### src/sv/sids_pkg.sv
`timescale 1ns / 1ps
`default_nettype none
// ----------------------------------------------------------------------------
// sids_pkg: shared types and codes for the sequence insert/delete store
// Command and status codes, controller states and the control/status
// groups passed between the controller and the datapath.
// ----------------------------------------------------------------------------
package sids_pkg;

   localparam int CMD_W   = 3;
   localparam int POS_W   = 11;
   localparam int CNT_W   = 11;
   localparam int LEN_W   = 11;
   localparam int WORD_W  = 32;
   localparam int STAT_W  = 2;

   localparam logic [CMD_W-1:0] CMD_CLEAR  = 3'd0;
   localparam logic [CMD_W-1:0] CMD_APPEND = 3'd1;
   localparam logic [CMD_W-1:0] CMD_INSERT = 3'd2;
   localparam logic [CMD_W-1:0] CMD_DELETE = 3'd3;
   localparam logic [CMD_W-1:0] CMD_READ   = 3'd4;

   localparam logic [STAT_W-1:0] STAT_OK    = 2'd0;
   localparam logic [STAT_W-1:0] STAT_FULL  = 2'd1;
   localparam logic [STAT_W-1:0] STAT_RANGE = 2'd2;

   typedef enum logic [2:0] {
      OP_CLEAR,
      OP_APPEND,
      OP_INSERT,
      OP_DELETE,
      OP_READ,
      OP_NONE
   } op_type;

   typedef enum logic [2:0] {
      S_IDLE,
      S_EXEC,
      S_SHIFT,
      S_FLUSH,
      S_PUTVAL,
      S_RWAIT,
      S_FINISH
   } state_type;

   // controller to datapath
   typedef struct packed {
      logic load;     // capture the command and decode it
      logic shift;    // issue one move read; its write follows in the next cycle
      logic rd;       // issue the read of a read command
      logic rd_cap;   // capture read data
      logic put;      // write the new word
      logic commit;   // update length and load the result register
   } ctl_cmd_type;

   // datapath to controller
   typedef struct packed {
      op_type op;
      logic   err;
      logic   no_moves;
      logic   last_move;
   } dp_stat_type;

endpackage : sids_pkg
`default_nettype wire

### src/sv/sids_ctrl.sv
`timescale 1ns / 1ps
`default_nettype none
// ----------------------------------------------------------------------------
// sids_ctrl: command sequencer
// Accepts one command, steps the datapath through its moves and writes,
// and hands the result to the output register once it is free.
// ----------------------------------------------------------------------------
module sids_ctrl (
   input  wire logic                  clock,
   input  wire logic                  reset,
   input  wire logic                  req_valid,
   output logic                       req_ready,
   output logic                       rsp_valid,
   input  wire logic                  rsp_ready,
   output sids_pkg::ctl_cmd_type      ctl,
   input  wire sids_pkg::dp_stat_type stat
);

   sids_pkg::state_type state_ff, state_in;
   logic                rsp_valid_ff, rsp_valid_in;
   logic                out_free;

   assign out_free = !rsp_valid_ff || rsp_ready;

   always_comb begin
      state_in = state_ff;
      case (state_ff)
         sids_pkg::S_IDLE: begin
            if (req_valid) state_in = sids_pkg::S_EXEC;
         end
         sids_pkg::S_EXEC: begin
            if (stat.err) begin
               state_in = sids_pkg::S_FINISH;
            end else begin
               case (stat.op)
                  sids_pkg::OP_APPEND: state_in = sids_pkg::S_PUTVAL;
                  sids_pkg::OP_INSERT:
                     state_in = stat.no_moves ? sids_pkg::S_PUTVAL : sids_pkg::S_SHIFT;
                  sids_pkg::OP_DELETE:
                     state_in = stat.no_moves ? sids_pkg::S_FINISH : sids_pkg::S_SHIFT;
                  sids_pkg::OP_READ:   state_in = sids_pkg::S_RWAIT;
                  default:             state_in = sids_pkg::S_FINISH;
               endcase
            end
         end
         sids_pkg::S_SHIFT: begin
            if (stat.last_move) state_in = sids_pkg::S_FLUSH;
         end
         sids_pkg::S_FLUSH: begin
            state_in = (stat.op == sids_pkg::OP_INSERT) ? sids_pkg::S_PUTVAL
                                                        : sids_pkg::S_FINISH;
         end
         sids_pkg::S_PUTVAL: state_in = sids_pkg::S_FINISH;
         sids_pkg::S_RWAIT:  state_in = sids_pkg::S_FINISH;
         sids_pkg::S_FINISH: begin
            if (out_free) state_in = sids_pkg::S_IDLE;
         end
         default: state_in = sids_pkg::S_IDLE;
      endcase
   end

   always_comb begin
      ctl       = '0;
      req_ready = 1'b0;
      case (state_ff)
         sids_pkg::S_IDLE: begin
            req_ready = 1'b1;
            ctl.load  = req_valid;
         end
         sids_pkg::S_EXEC: begin
            ctl.rd = !stat.err && (stat.op == sids_pkg::OP_READ);
         end
         sids_pkg::S_SHIFT:  ctl.shift  = 1'b1;
         sids_pkg::S_PUTVAL: ctl.put    = 1'b1;
         sids_pkg::S_RWAIT:  ctl.rd_cap = 1'b1;
         sids_pkg::S_FINISH: ctl.commit = out_free;
         default: begin
            req_ready = 1'b0;
         end
      endcase
   end

   always_comb begin
      rsp_valid_in = rsp_valid_ff;
      if (ctl.commit) begin
         rsp_valid_in = 1'b1;
      end else if (rsp_ready) begin
         rsp_valid_in = 1'b0;
      end
   end

   always_ff @(posedge clock) begin
      if (reset) begin
         state_ff     <= sids_pkg::S_IDLE;
         rsp_valid_ff <= 1'b0;
      end else begin
         state_ff     <= state_in;
         rsp_valid_ff <= rsp_valid_in;
      end
   end

   assign rsp_valid = rsp_valid_ff;

endmodule : sids_ctrl
`default_nettype wire

### config.mk
export PLATFORM = sky130hd
export DESIGN_NAME = sids_ctrl
export DESIGN_NICKNAME = d
export VERILOG_FILES = /design/src/sv/sids_pkg.sv /design/src/sv/sids_ctrl.sv
export SDC_FILE = /design/constraint.sdc
export NUM_CORES = 1
export LEC_CHECK = 0
export BUFFER_PORTS_ARGS = -buffer_cell sky130_fd_sc_hd__buf_2
export CAP_MARGIN = 20
export CORE_AREA = 2 2 39 41
export DETAILED_ROUTE_END_ITERATION = 6
export DIE_AREA = 0 0 41 43
export HOLD_SLACK_MARGIN = 0.1
export SLEW_MARGIN = 20
export SYNTH_ARGS = -nofsm -noshare
export SYNTH_HDL_FRONTEND = slang
export SYNTH_SLANG_ARGS = --single-unit
### constraint.sdc
create_clock -name clock -period 3.3 [get_ports clock]
set_clock_uncertainty 0.15 [all_clocks]
set_input_delay 0.165 -clock clock [delete_from_list [all_inputs] [get_ports clock]]
set_output_delay 0.165 -clock clock [all_outputs]
set_load 0.005 [all_outputs]
==> results of run 1 <==
-- repair_timing --
item,in CTS,in global routing
endpoints found under the hold margin,4,0
gates resized for setup,0,0
hold buffers,1,0
endpoints found under the setup margin,0,0
-- final cells by class --
class	count	area [um2]	area share (%)
multi-input combinational	34	253	53.7
clock buffer	3	22.5	4.79
tap	16	20.0	4.26
sequential	4	80.1	17.0
timing repair buffer	18	95.1	20.2
-- power groups by stage --
stage	Clock, mW	Combinational (mW)	Sequential [mW]
floorplan	0	0.0521	0.0583
global placement	0	0.0600	0.0701
detailed placement	0	0.0604	0.0707
CTS	0.0627	0.0615	0.0700
global route	0.0686	0.0660	0.0720
finish	0.0607	0.0610	0.0703
-- path summary, 6_finish.rpt --
check | to | slack, ps | depth (start not counted)
setup / recovery | ctl[0] | 1660 | 3
hold / removal | state_ff[0]$_SDFFE_PP0P_ | 100 | 3
setup reg to reg | state_ff[1]$_SDFFE_PP0P_ | 1970 | 4
hold reg to reg | rsp_valid$_SDFFE_PP0P_ | 390 | 2
-- worst max-delay path, stage by stage (launching register included) --
cell,delay (ps)
dfxtp_1,510
and2b_1,270
and3_1,190
buf_2,120
-- layout by cell type (no fill, tap or decap), types with 2 or more instances in the layout --
master    count
and2b_1       2
nor3_1        2
a21oi_1       4
clkbuf_4      3
nor3b_1       2
buf_2        17
nor2_1        3
and3_1        2
mux2i_1       2
dfxtp_1       4
-- stage by stage --
stage | setup slack (ps) | cells | area [um2]
after floorplan | 2040 | 42 | 355
after global placement | 1940 | 71 | 438
after detailed placement | 1900 | 71 | 438
after CTS | 1650 | 75 | 470
after global routing | 1580 | 75 | 470
final | 1660 | 75 | 470
-- sequential cells by signal (all words and copies together), names as in the netlist --
signal     flops
rsp_valid      1
state_ff       3
-- routing by layer --
| metal | global-route usage, % | share of wire [%] | routed length [um] |
|---|---|---|---|
| met2 | 14.4 | 48 | 373 |
| met3 | 7.85 | 7.4 | 58 |
| met4 | 4.00 | 0 | 0 |
| met5 | 0 | 0 | 0 |
| met1 | 9.62 | 45 | 352 |
-- logic make-up after synthesis --
kind of cell | count (synthesis) | share of synthesized area, %
compound gates | 9 | 18.3
buf+inv | 4 | 6.34
flops | 4 | 22.5
mux | 2 | 5.63
simple gates | 23 | 47.2
==> impl_metrics.json, run 1 <==
{
  "status": "complete, no violations",
  "clkPwrFrac_pct": 31.6,
  "wl_per_cell_um": 10.5,
  "area_delta_synth_final_pct": 32.4,
  "synth_warnings": 0,
  "drtIter0Drc": 5,
  "slew_violations": 0,
  "min_period_over_period_pct": 49.7,
  "synth_cells": 42,
  "p_sw_uw": 61.6,
  "synth.top_cells.by_count": "a21oi_1 (4), dfxtp_1 (4), buf_2 (3), nor2_1 (3)",
  "syn_area_um2": 355,
  "post-route-drc-count": 0,
  "timing.hold.ws_ps": 103,
  "ys_types": 27,
  "path_clk_slew_ps": 30,
  "required_ps": 2980,
  "avgSynthCellArea_um2": 8.46,
  "power.internal_uw": 130,
  "fin_crit_ps": 1640,
  "r2r_start": "state_ff[2]$_SDFFE_PP0P_",
  "dieArea_mm2": 0.00176,
  "synth-seq-cells": 4,
  "yosys.area.top_type": "dfxtp_1",
  "relSlewSlack_pct": 70.6,
  "synth_top_area_share_pct": 22.5,
  "drive_gt1_share_pct": 40.7,
  "synth_area_leaders": "dfxtp_1 (23%), nor4b_4 (6.7%), a21oi_1 (5.6%), mux2i_1 (5.6%), buf_2 (4.2%)",
  "post_cts_buffers": 0,
  "hold_viol": 0,
  "cts_buffer_depth": 2,
  "cts-root-buf": "clkbuf_4",
  "antenna_found_initial": 0,
  "io_buffers": 17,
  "max_freq_mhz": 610,
  "gp_congestion": 0.725,
  "fillCellCount": 147,
  "clk_latency_ps": 240,
  "cts_buffers": 3,
  "report.power.total_uw": 192,
  "tightest_slew_ps": 440,
  "cts_tree": "built",
  "final_core_util_pct": 34.0,
  "core_area_mm2": 0.00138,
  "rows": 14,
  "sw_frac_of_total_pct": 32.1,
  "num_antenna_cells": 0,
  "routed_wl_um": 784,
  "hold_path_startpoint": "stat[0]",
  "critPathKind": "flop to primary output",
  "p_leak_nw": 0.219,
  "ys_dominant_reg_cell": "dfxtp_1",
  "syn_nets": 52,
  "setup_viol": 0,
  "cts.sinks": 4,
  "hp-class": "input port to flop",
  "postRouteAntennaNets": 0,
  "cp-end-kind": "primary output",
  "crit_fanout": 12,
  "start_util_pct": 25.7,
  "powerDensity_mw_per_mm2": 408,
  "fin_nets": 71,
  "pwr-share-comb_pct": 31.8,
  "vdd_ir_drop_max_uv": 198,
  "vias": 373,
  "async_flop_share_pct": 0,
  "grt_max_degree": 15,
  "die_x_um": 41,
  "dr.pass1.iters": 3,
  "seq_area_frac_synth_pct": 22.5,
  "grt_pass1_vias": 322,
  "grtUsageTotal_pct": 9.73,
  "cts.htree.levels": 1,
  "hpwl_um": 603,
  "crit_start": "state_ff[0]$_SDFFE_PP0P_",
  "worstSetupStartpointType": "flop",
  "die_h_um": 43,
  "cp.arrival_ps": 1320,
  "vias_per_cell": 4.97,
  "rsz0062_at_grt": "false",
  "setup_tns_ps": 0,
  "grt_pass1_wl_mm": 1.12,
  "maxCapViolations": 0,
  "num_io_pins": 18,
  "pwr-share-seq_pct": 36.6,
  "grt_remaining_overflow": 0,
  "synth_edf_count": 0
}
Note: power is estimated with default switching activity, not from simulation.
==> run 2: changes to the inputs <==
==> constraint.sdc (replaced) <==
create_clock -name clock -period 1.4 [get_ports clock]
set_clock_uncertainty 0.15 [all_clocks]
set_input_delay 0.07 -clock clock [delete_from_list [all_inputs] [get_ports clock]]
set_output_delay 0.07 -clock clock [all_outputs]
set_load 0.005 [all_outputs]
==> run 2 against run 1 <==
  * Hold slack better by 49 ps
  * Combinational power grew to 2.9 times the previous value
  * Clock power is 130% higher
  * Setup slack worse by 1600 ps
  * Design area is 13% higher
  * Critical endpoint unchanged
  * Highest routed layer unchanged
==> impl_metrics.json, run 2 (synthesis gave the netlist of run 1 again) <==
{
  "gp_congestion": 0.755,
  "pwr-share-comb_pct": 36.9,
  "powerDensity_mw_per_mm2": 899,
  "cts.sinks": 4,
  "place_ws_ps": 92.1,
  "dieArea_mm2": 0.00176,
  "area_delta_synth_final_pct": 50.0,
  "vias": 401,
  "vias_per_cell": 5.01,
  "cts-root-buf": "clkbuf_4",
  "critPathKind": "input port to primary output",
  "met3_length_um": 51,
  "routed_wl_um": 895,
  "dr.pass1.iters": 3,
  "largest_register": "state_ff",
  "placed_cell_area_um2": 445,
  "final_common_cell": "buf_2",
  "start_util_pct": 25.7,
  "p_leak_nw": 0.250,
  "clkPwrFrac_pct": 29.5,
  "cts_buffers": 3,
  "hp-class": "input port to flop",
  "cts_buffer_depth": 2,
  "vdd_ir_drop_max_uv": 515,
  "relSlewSlack_pct": 83.4,
  "wl_per_cell_um": 11.2,
  "clk_latency_ps": 230,
  "post-route-drc-count": 0,
  "cp.arrival_ps": 1140,
  "cp-end-kind": "primary output",
  "setup_viol": 0,
  "hpwl_um": 652,
  "layout_common_cells": "buf_2 (17), a21oi_1 (4)",
  "cts.htree.levels": 1,
  "num_io_pins": 18,
  "met1_length_um": 419,
  "maxCapViolations": 0,
  "stdcell_area_um2": 533,
  "crit_fanout": 4,
  "hold_viol": 0,
  "num_antenna_cells": 0,
  "grt_max_degree": 13,
  "fin_nets": 76,
  "max_freq_mhz": 736,
  "required_ps": 1180,
  "core_area_mm2": 0.00138,
  "worstSetupStartpointType": "input port",
  "report.power.total_uw": 479,
  "min_period_over_period_pct": 97.1,
  "highest_layer": "met3",
  "drive_gt1_share_pct": 50.0,
  "grt_remaining_overflow": 0,
  "slew_violations": 0,
  "p_sw_uw": 149,
  "grtUsageTotal_pct": 10.8,
  "fin_ws_ps": 41.2,
  "largest_reg_flops": 3,
  "status": "complete, no violations",
  "path_clk_slew_ps": 30,
  "grt_pass1_wl_mm": 1.34,
  "pwr-share-seq_pct": 33.6,
  "fin_crit_ps": 1360,
  "fillCellCount": 150,
  "multiInputGateArea_um2": 262,
  "die_h_um": 43,
  "final-instance-count-excl-fill": 80,
  "drtIter0Drc": 9,
  "postRouteAntennaNets": 0,
  "sw_frac_of_total_pct": 31.1,
  "tightest_slew_ps": 249,
  "antenna_found_initial": 0,
  "io_buffers": 17,
  "rows": 14,
  "die_x_um": 41,
  "dpl.cell_count": 72,
  "cts_tree": "built",
  "grt_pass1_vias": 359,
  "met2_length_um": 424,
  "rsz0062_at_grt": "true",
  "power.internal_uw": 330,
  "seq_area_um2": 91.3
}
==> run 2: cell count changes in the layout (fill, tap and decap cells not counted), sizes merged <==
cell	delta
buf	+3
dlygate4sd3	+2
==> run 2: worst paths after layout <==
| check | from | endpoint | slack [ps] | depth (start not counted) |
|---|---|---|---|---|
| setup / recovery | rsp_ready | ctl[0] | 40 | 5 |
| hold reg to reg | state_ff[2]$_SDFFE_PP0P_ | state_ff[0]$_SDFFE_PP0P_ | 360 | 1 |
| setup reg to reg | state_ff[0]$_SDFFE_PP0P_ | state_ff[1]$_SDFFE_PP0P_ | 120 | 5 |
| hold / removal | req_valid | state_ff[0]$_SDFFE_PP0P_ | 150 | 4 |
==> run 2: what timing repair did <==
| action | CTS | global route |
|---|---|---|
| gates resized for setup | 4 | 4 |
| setup buffers | 0 | 2 |
| hold buffers | 3 | 0 |
| endpoints found under the hold margin | 4 | 0 |
| endpoints found under the setup margin | 4 | 5 |
==> run 2: area by class of cell <==
cell class / count / area share [%]
clock buffer: 3 / 4.23
tap: 16 / 3.76
multi-input combinational: 34 / 49.1
timing repair buffer: 23 / 25.8
sequential: 4 / 17.1
==> run 2: power by group through the flow <==
stage | combinational, mW | clock [mW] | sequential, mW
floorplan | 0.123 | 0 | 0.137
global placement | 0.150 | 0 | 0.162
detailed placement | 0.152 | 0 | 0.163
CTS | 0.159 | 0.148 | 0.164
global route | 0.195 | 0.160 | 0.165
finish | 0.177 | 0.142 | 0.161
==> run 2: layer usage <==
layer | vias up | GRT usage, %
li1 | 202 | -
met1 | 188 | 12.2
met2 | 11 | 17.2
met3 | 0 | 6.28
met4 | 0 | 2.00
met5 | - | 0
==> run 2: stage by stage <==
stage,hold slack (ps),util (%),TNS (ps)
final,151,38.5,0
after detailed placement,154,32.2,0
after global routing,200,38.5,-33.7
after global placement,154,32.2,0
after floorplan,-10.9,-,0
after CTS,146,36.4,0
==> run 2: critical path, cell delays in order <==
cell	delay, ps
dlygate4sd3_1	530
buf_2	120
nand2b_4	140
and3_1	150
buf_2	120
==> run 3: changes to the inputs <==
--- a/config.mk
+++ b/config.mk
@@ -11,7 +11,7 @@
 export DETAILED_ROUTE_END_ITERATION = 6
 export DIE_AREA = 0 0 41 43
 export HOLD_SLACK_MARGIN = 0.1
-export SLEW_MARGIN = 20
+export SLEW_MARGIN = 40
 export SYNTH_ARGS = -nofsm -noshare
 export SYNTH_HDL_FRONTEND = slang
 export SYNTH_SLANG_ARGS = --single-unit
==> constraint.sdc (replaced) <==
create_clock -name clock -period 1.7 [get_ports clock]
set_clock_uncertainty 0.15 [all_clocks]
set_input_delay 0.085 -clock clock [delete_from_list [all_inputs] [get_ports clock]]
set_output_delay 0.085 -clock clock [all_outputs]
set_load 0.005 [all_outputs]
==> run 3 against run 2 <==
  * Cell count shrank 3.8%
  * Clock power shrank 15%
  * Critical path depth shrank 2
  * Highest routed layer unchanged
  * Die area is the same
  * Combinational power shrank 30%
==> impl_metrics.json, run 3 (synthesis gave the netlist of run 1 again) <==
{
  "die_h_um": 43,
  "worstSetupStartpointType": "flop",
  "gp_congestion": 0.696,
  "antenna_found_initial": 0,
  "post_cts_buffers": 0,
  "largest_register": "state_ff",
  "max_freq_mhz": 644,
  "cp-end-kind": "primary output",
  "dr.pass1.iters": 4,
  "sw_frac_of_total_pct": 32.5,
  "maxCapViolations": 0,
  "area_delta_synth_final_pct": 38.0,
  "post-route-drc-count": 0,
  "cts_buffer_depth": 2,
  "vdd_ir_drop_max_uv": 436,
  "fin_crit_ps": 1550,
  "die_x_um": 41,
  "rsz0062_at_grt": "false",
  "drtIter0Drc": 2,
  "tightest_slew_ps": 433,
  "final-instance-count-excl-fill": 77,
  "dpl.cell_count": 71,
  "report.power.total_uw": 380,
  "vias": 365,
  "setup_tns_ps": 0,
  "rows": 14,
  "clkPwrFrac_pct": 31.8,
  "postRouteAntennaNets": 0,
  "vias_per_cell": 4.74,
  "p_leak_nw": 0.227,
  "dieArea_mm2": 0.00176,
  "grt_pass1_wl_mm": 1.28,
  "grtUsageTotal_pct": 10.6,
  "start_util_pct": 25.7,
  "pwr-share-seq_pct": 35.6,
  "num_io_pins": 18,
  "powerDensity_mw_per_mm2": 774,
  "io_buffers": 17,
  "power.internal_uw": 256,
  "grt_pass1_vias": 326,
  "clk_latency_ps": 240,
  "cts-root-buf": "clkbuf_4",
  "crit_fanout": 12,
  "p_sw_uw": 123,
  "pwr-share-comb_pct": 32.6,
  "hold_viol": 0,
  "grt_max_degree": 15,
  "path_clk_slew_ps": 40,
  "cts.sinks": 4,
  "cts_tree": "built",
  "layout_common_cells": "buf_2 (17), a21oi_1 (4), dfxtp_1 (4)",
  "cts_buffers": 3,
  "setup_viol": 0,
  "routed_wl_um": 827,
  "relSlewSlack_pct": 71.1,
  "wl_per_cell_um": 10.7,
  "slew_violations": 0,
  "num_antenna_cells": 0,
  "grt_remaining_overflow": 0,
  "hpwl_um": 652,
  "largest_reg_flops": 3,
  "status": "complete, no violations",
  "required_ps": 1460,
  "cts.htree.levels": 1,
  "core_area_mm2": 0.00138,
  "fin_nets": 73,
  "final_common_cell": "buf_2",
  "hp-class": "input port to flop",
  "min_period_over_period_pct": 91.4,
  "cp.arrival_ps": 1320,
  "drive_gt1_share_pct": 39.3,
  "critPathKind": "flop to primary output"
}
## run 3: power groups by stage
stage,Sequential (mW),Clock [mW],Combinational [mW]
4_1_cts,0.135,0.125,0.126
6_report,0.135,0.121,0.124
5_1_grt,0.138,0.136,0.139
2_1_floorplan,0.113,0,0.101
3_5_place_dp,0.136,0,0.120
3_3_place_gp,0.136,0,0.117
## run 3: path summary, 6_finish.rpt
path / cells past startpoint / end / start / slack, ps
worst min-delay path: 5 / state_ff[1]$_SDFFE_PP0P_ / req_valid / 150
worst max-delay path: 3 / ctl[0] / state_ff[0]$_SDFFE_PP0P_ / 150
worst min register to register: 2 / rsp_valid$_SDFFE_PP0P_ / rsp_valid$_SDFFE_PP0P_ / 390
worst max register to register: 3 / state_ff[1]$_SDFFE_PP0P_ / state_ff[0]$_SDFFE_PP0P_ / 370
## run 3: worst max-delay path, cell delays in order (launching register included)
cell and delay [ps]:
dfxtp_1 510, and2b_1 270, and3_1 190, buf_2 120
## run 3: layout make-up
class                   count  area [um2]
fillers                   147         893
multi-input cells          34         253
repair buffers             20         115
flip-flops and latches      4        80.1
clock buffers               3        22.5
well taps                  16        20.0
## run 3: repair_timing
action | in CTS | in global routing
hold endpoints to repair | 4 | 0
resized for setup | 0 | 0
hold buffers | 3 | 0
## run 3: metrics by stage
| stage | hold WS [ps] | setup WS, ps | utilization, % | area, um2 |
|---|---|---|---|---|
| after global routing | 179 | 55.5 | 35.4 | 490 |
| after floorplan | 4.07 | 521 | - | 355 |
| after global placement | 164 | 385 | 31.6 | 438 |
| after detailed placement | 168 | 353 | 31.6 | 438 |
| final | 150 | 146 | 35.4 | 490 |
| after CTS | 156 | 139 | 35.4 | 490 |
## run 3: routing by layer
metal	vias up	wire [um]	track usage, %
met5	-	0	0
met4	0	0	4.00
met3	0	62	6.28
met2	12	406	14.7
met1	159	358	13.2
li1	194	-	-
